`config.mk`:
```
export PLATFORM = sky130hd
export DESIGN_NAME = orps_mul
export DESIGN_NICKNAME = d
export VERILOG_FILES = /design/src/design/orps_pkg.sv /design/src/design/orps_mul.sv
export SDC_FILE = /design/constraint.sdc
export NUM_CORES = 2
export LEC_CHECK = 0
export ABC_AREA = 1
export ABC_CLOCK_PERIOD_IN_PS = 10200
export BUFFER_PORTS_ARGS = -buffer_cell sky130_fd_sc_hd__buf_2
export CAP_MARGIN = 20
export CORE_ASPECT_RATIO = 0.5
export CORE_MARGIN = 2
export CORE_UTILIZATION = 45
export DETAILED_ROUTE_END_ITERATION = 12
export PLACE_DENSITY_LB_ADDON = 0.15
export SLEW_MARGIN = 30
export SYNTH_ARGS = -nofsm -noshare
export SYNTH_HDL_FRONTEND = slang
export SYNTH_SLANG_ARGS = --single-unit
```
`constraint.sdc`:
```
create_clock -name clk -period 10.2 [get_ports clk]
set_input_delay 0.51 -clock clk [delete_from_list [all_inputs] [get_ports clk]]
set_output_delay 0.51 -clock clk [all_outputs]
set_load 0.05 [all_outputs]
```
`src/design/orps_pkg.sv`:
```
// Shared types, constants and helpers for the rectangle-path odometry sequencer.
// Used by orps_mul, odometry_rectangle_path_sequencer_unit and the testbench; no dependencies.
`timescale 1ns / 1ps
`default_nettype none

package orps_pkg;

  // shared multiplier operand and product widths
  localparam int MUL_W  = 33;
  localparam int PROD_W = 66;

  // angle constants, Q8.24 radians
  localparam logic signed [33:0] Q_PI       = 34'sd52707179;
  localparam logic signed [33:0] Q_TWO_PI   = 34'sd105414357;
  localparam logic signed [33:0] Q_HALF_PI  = 34'sd26353589;
  // CORDIC start value, Q2.30
  localparam logic signed [33:0] CORDIC_GAIN = 34'sd652032874;

  // configuration register indexes
  localparam logic [2:0] REG_METERS_PER_TICK   = 3'd0;
  localparam logic [2:0] REG_INV_WHEEL_BASE    = 3'd1;
  localparam logic [2:0] REG_SHORT_EDGE_LENGTH = 3'd2;
  localparam logic [2:0] REG_LONG_EDGE_LENGTH  = 3'd3;
  localparam logic [2:0] REG_TURN_ANGLE        = 3'd4;
  localparam logic [2:0] REG_EDGE_LIMIT        = 3'd5;

  typedef enum logic [1:0] {
    CMD_STOP    = 2'd0,
    CMD_FORWARD = 2'd1,
    CMD_TURN    = 2'd2
  } move_cmd_t;

  // saturate a wide signed value to 32 bits
  function automatic logic signed [31:0] sat32(input logic signed [PROD_W-1:0] v);
    logic signed [31:0] res;
    if (v > 66'sd2147483647) begin
      res = 32'sh7fffffff;
    end else if (v < -66'sd2147483648) begin
      res = 32'sh80000000;
    end else begin
      res = v[31:0];
    end
    return res;
  endfunction

  // arctangent of 2^-i, Q2.30
  function automatic logic [31:0] atan_q30(input logic [4:0] i);
    logic [31:0] res;
    case (i)
      5'd0:  res = 32'd843314856;
      5'd1:  res = 32'd497837829;
      5'd2:  res = 32'd263043836;
      5'd3:  res = 32'd133525158;
      5'd4:  res = 32'd67021686;
      5'd5:  res = 32'd33543515;
      5'd6:  res = 32'd16771754;
      5'd7:  res = 32'd8388437;
      5'd8:  res = 32'd4194282;
      5'd9:  res = 32'd2097149;
      5'd10: res = 32'd1048575;
      5'd11: res = 32'd524287;
      5'd12: res = 32'd262143;
      5'd13: res = 32'd131071;
      5'd14: res = 32'd65535;
      5'd15: res = 32'd32767;
      5'd16: res = 32'd16383;
      5'd17: res = 32'd8191;
      5'd18: res = 32'd4095;
      5'd19: res = 32'd2047;
      5'd20: res = 32'd1023;
      5'd21: res = 32'd511;
      5'd22: res = 32'd255;
      5'd23: res = 32'd127;
      5'd24: res = 32'd63;
      5'd25: res = 32'd31;
      5'd26: res = 32'd15;
      5'd27: res = 32'd8;
      5'd28: res = 32'd4;
      5'd29: res = 32'd2;
      5'd30: res = 32'd1;
      default: res = 32'd0;
    endcase
    return res;
  endfunction

endpackage

`default_nettype wire

```
`src/design/orps_mul.sv`:
```
// Shared signed multiplier with a registered product.
// Depends on orps_pkg for the operand and product widths.
`timescale 1ns / 1ps
`default_nettype none

module orps_mul (
  input  wire                                  clk,
  input  wire logic signed [orps_pkg::MUL_W-1:0]  a_i,
  input  wire logic signed [orps_pkg::MUL_W-1:0]  b_i,
  output logic signed [orps_pkg::PROD_W-1:0]      prod_o
);
  import orps_pkg::*;

  logic signed [PROD_W-1:0] prod_r;

  // one multiply per cycle, product ready in the next cycle
  always_ff @(posedge clk) begin
    prod_r <= PROD_W'(a_i) * PROD_W'(b_i);
  end

  assign prod_o = prod_r;

endmodule

`default_nettype wire

```
# --- After elaboration in Yosys (flattened, before gate mapping) ---
# Cells that the tools add are included.
totals:
  reg_bits: 66
  input_bits: 67
  out_inout_bits: 66
  wordCells: 2
classes:
  n_mul: 1
op_table:
  columns: ["cell", "n"]
  rows:
  - ["multiplier 33 x 33 -> 66 bit", 1]

# --- Longest topological paths before layout ---
depth:
  word_depth: 1
  ltp_mapped: 34

# --- Worst setup path after synthesis ---
# No wires, ideal clock.
synth_path:
  path_kind: "in2reg"
  from: "input port a_i[32] (netlist name)"
  to: "register prod_r[60] (netlist: prod_o[60])"
  setup_ns: 0.113
  t_arrival_ns: 7.153
  required_ns: 10.087
  path_slack_ns: 2.934
  stages: 23
  path_buffers: 2
  path_cell_list: "clkbuf_1 -> clkbuf_1 -> nand2_1 -> inv_1 -> fa_1 -> fa_1 -> fa_1 -> fa_1 -> inv_1 -> fa_1 -> fa_1 -> fa_1 -> fa_1 -> inv_1 -> ha_1 -> nand2_1 -> nor2_1 -> inv_1 -> nor3_1 -> nand2_1 -> and2_0 -> nand4_1 -> nand2_1"
synth_via:
  elab_chain_cells: 1
synth_rtl:
  columns: ["element", "line_no", "source"]
  rows:
  - ["start, declared", "orps_mul.sv:8", "input wire logic signed [orps_pkg::MUL_W-1:0] a_i,"]
  - ["multiplier 33 x 33 -> 66 bit", "orps_mul.sv:18", "prod_r <= PROD_W'(a_i) * PROD_W'(b_i);"]
  - ["end signal, assigned", "orps_mul.sv:18", null]
  - ["end, declared", "orps_mul.sv:14", "logic signed [PROD_W-1:0] prod_r;"]
# Every way passes these cells.

# --- Worst setup path in the final report ---
layout_path:
  from: "input port a_i[10] (netlist name)"
  to: "register prod_r[40] (netlist: prod_o[40])"
# The elaborated chain is that of the path after synthesis.

==> run_results.csv <==
group,metric,value,unit
outcome,outcome,"finished clean",
synth,syn-cell-area,0.0432,mm2
clock_tree,cts_setup_buffers,0,
final_layout,syn2layout_area_growth,4.04,%
global_routing,met1_usage,38.6,%
worst_setup_path,startpoint,"a_i[10]",
placed_design,dp_hpwl,108000,um
clock_tree,hold_buffers,0,
drt,drt_drc_violations_left,0,
synth,syn-num-nets,6972,
global_routing,top_usage_layer,"met2",
worst_setup_path,path_common_cell,"fa_1",
worst_setup_path,worstSetupPathType,"input pin to flop",
timing,layout_setup_ws,2.35,ns
synth,async_flop_share,0,%
final_layout,fin_nets,6877,
drt,vias,32694,
synth,synth_area_per_cell,7.79,um2
timing,hold_viol_final,0,
clock_tree,cts_made_buffers,9,
drt,vias_per_cell,4.86,
global_routing,antenna_found_initial,4,
clock_tree,cts_root_buf,"clkbuf_16",
final_layout,stdcell_count,6727,
synth,synthDistinctLibCells,35,
floorplan,die_x,442,um
global_routing,use_met2,44.8,%
hold_path,min_path_type,"input pin to flop",
clock_tree,clock_path_buffers,2,
synth,synth-edff-count,0,
timing,maxSlewViolCount,0,
floorplan,io_pins,133,
clock_tree,cts.clk_slew.worst_paths,0.06,ns
drt,dr.pass1.iters,6,
worst_setup_path,cp-start-kind,"input pin",
synth,syn_inst,5543,
synth,yosys.area.top_type,"fa_1",
clock_tree,ctsResizeCount,0,
timing,fin_crit_sh,77.0,%
drt,antenna_left,0,
run,cap_violations,0,
timing,timing.fmax,127,MHz
synth,synth_warnings,0,
synth,synth_top_area_share,53.1,%
floorplan,num_rows,80,
timing,tightestPinTransition,1.03,ns
worst_setup_path,cp_top_family,"adder cells",
timing,fin_tns_setup,0,ns
clock_tree,h-tree-depth,3,
synth,yosys-top-cells-area,"fa_1, inv_1, nand2_1, ha_1, dfxtp_1",
drt,post_drt_wl_per_cell,18.5,um
timing,setup_violations,0,
global_routing,grt_pass1_vias,36744,
worst_setup_path,cp.required,10.40,ns
hold_path,hold_start,"a_i[0]",
placed_design,globalplace.congestion,0.983,
worst_setup_path,cp_slowest_cell,"buf_2",
global_routing,grt_start_max_net_pins,34,
final_layout,largest_reg_flops,66,
drt,wl,125000,um
worst_setup_path,endpoint_kind,"flop",
final_layout,drive_gt1_share,4.33,%
global_routing,grt-ovfl-total,0,
synth,synth-seq-area-share,3.06,%
clock_tree,cts_tree,"built",
worst_setup_path,crit_buf_inv,6,
floorplan,fp.coreArea,0.0952,mm2
synth,synthFlopType,"dfxtp_1",
global_routing,grt_use_total,27.0,%
placed_design,post-place-cells,6708,
placed_design,port_buffers,132,
timing,fin_crit,7.85,ns
global_routing,grt_pass1_wl,206000,um
placed_design,dp_worst_setup_slack,2.11,ns
floorplan,initial_core_util,45.4,%
timing,slew_headroom,31.1,%
synth,synth-seq-cells,66,
worst_setup_path,cpPeakStageDelay,0.76,ns
drt,drtIter0Drc,2421,
global_routing,grt_use_met3,3.00,%
worst_setup_path,crit_path_max_fanout,33,
timing,rsz0062_at_grt,"false",
floorplan,die-area,0.0986,mm2
floorplan,die_h,223,um
clock_tree,clock_sinks,66,
worst_setup_path,cp.arrival,8.05,ns
## path summary, 6_finish.rpt
path	cells after the start	to	slack, ns
setup / recovery	26	prod_o[40]$_DFF_P_	2.35
hold / removal	3	prod_o[0]$_DFF_P_	0.68
## cell families after synthesis
logic type / after synthesis / share of synthesized area, %
adders and majority gates: 1362 / 59.4
buffers and inverters: 2158 / 18.8
DFF: 66 / 3.06
AOI/OAI and AO/OA: 106 / 1.38
and+or+nand+nor: 1810 / 16.6
xor gates and xnor gates: 41 / 0.832
## stage by stage
step,utilization (%),hold slack [ns],area [um2]
finish,47.2,0.683,44900
global route,47.2,0.723,44900
CTS,47.2,0.689,44900
detailed placement,46.9,0.978,44600
global placement,46.9,0.980,44600
floorplan,-,0.774,43200
## layer usage
| metal | up-vias | wire [um] | share of wire [%] |
|---|---|---|---|
| li1 | 14782 | - | - |
| met3 | 150 | 8230 | 6.6 |
| met5 | - | 0 | 0 |
| met1 | 16667 | 55600 | 45 |
| met2 | 1095 | 58100 | 47 |
| met4 | 0 | 2730 | 2.2 |
## synthesized netlist by cell type (2+ instances only)
library cell,instances
a21o_1,2
a21oi_1,61
a21oi_2,4
and2_1,2
clkbuf_1,262
dfxtp_1,66
fa_1,1145
ha_1,217
inv_1,1894
nand2_1,1517
nand2_2,17
nand3_1,70
nand3_2,8
nand3b_1,3
nand4_1,19
nor2_1,131
nor2_2,20
nor2_4,3
nor3_1,7
nor4_1,4
o21ai_0,19
o21ai_1,3
o21bai_1,14
or2_2,5
xnor2_1,4
xor2_1,37
## cells in the final DEF, fill, tap and decap left out, types with 2 or more instances in the layout
cell,n
a21o_1,2
diode_2,3
xor2_1,37
xnor2_1,4
dfxtp_1,66
nand3_1,70
a21oi_2,4
nand4_1,19
o21ai_1,3
and2_1,2
nor2_2,20
o21ai_0,19
buf_4,27
fa_1,1144
inv_2,2
o21bai_1,14
nand2_2,17
clkbuf_16,9
nor2_4,3
nor3_1,7
nand3_2,8
inv_6,2
nor4_1,4
ha_1,217
or2_2,5
inv_1,1893
nand3b_1,3
buf_2,130
nor2_1,131
clkinvlp_4,3
a21oi_1,61
nand2_1,1517
## final cells by class
| cell class | count | area, um2 |
|---|---|---|
| clock inverter | 7 | 53.8 |
| clock buffer | 9 | 225 |
| multi-input combinational | 3319 | 33800 |
| fill | 9635 | 50300 |
| sequential | 66 | 1320 |
| antenna | 3 | 7.51 |
| timing repair buffer | 157 | 853 |
| tap | 1271 | 1590 |
| inverter | 1895 | 7110 |
Power is not shown: default switching activity piles up to over one toggle a cycle in this logic, so the estimate is an artifact.
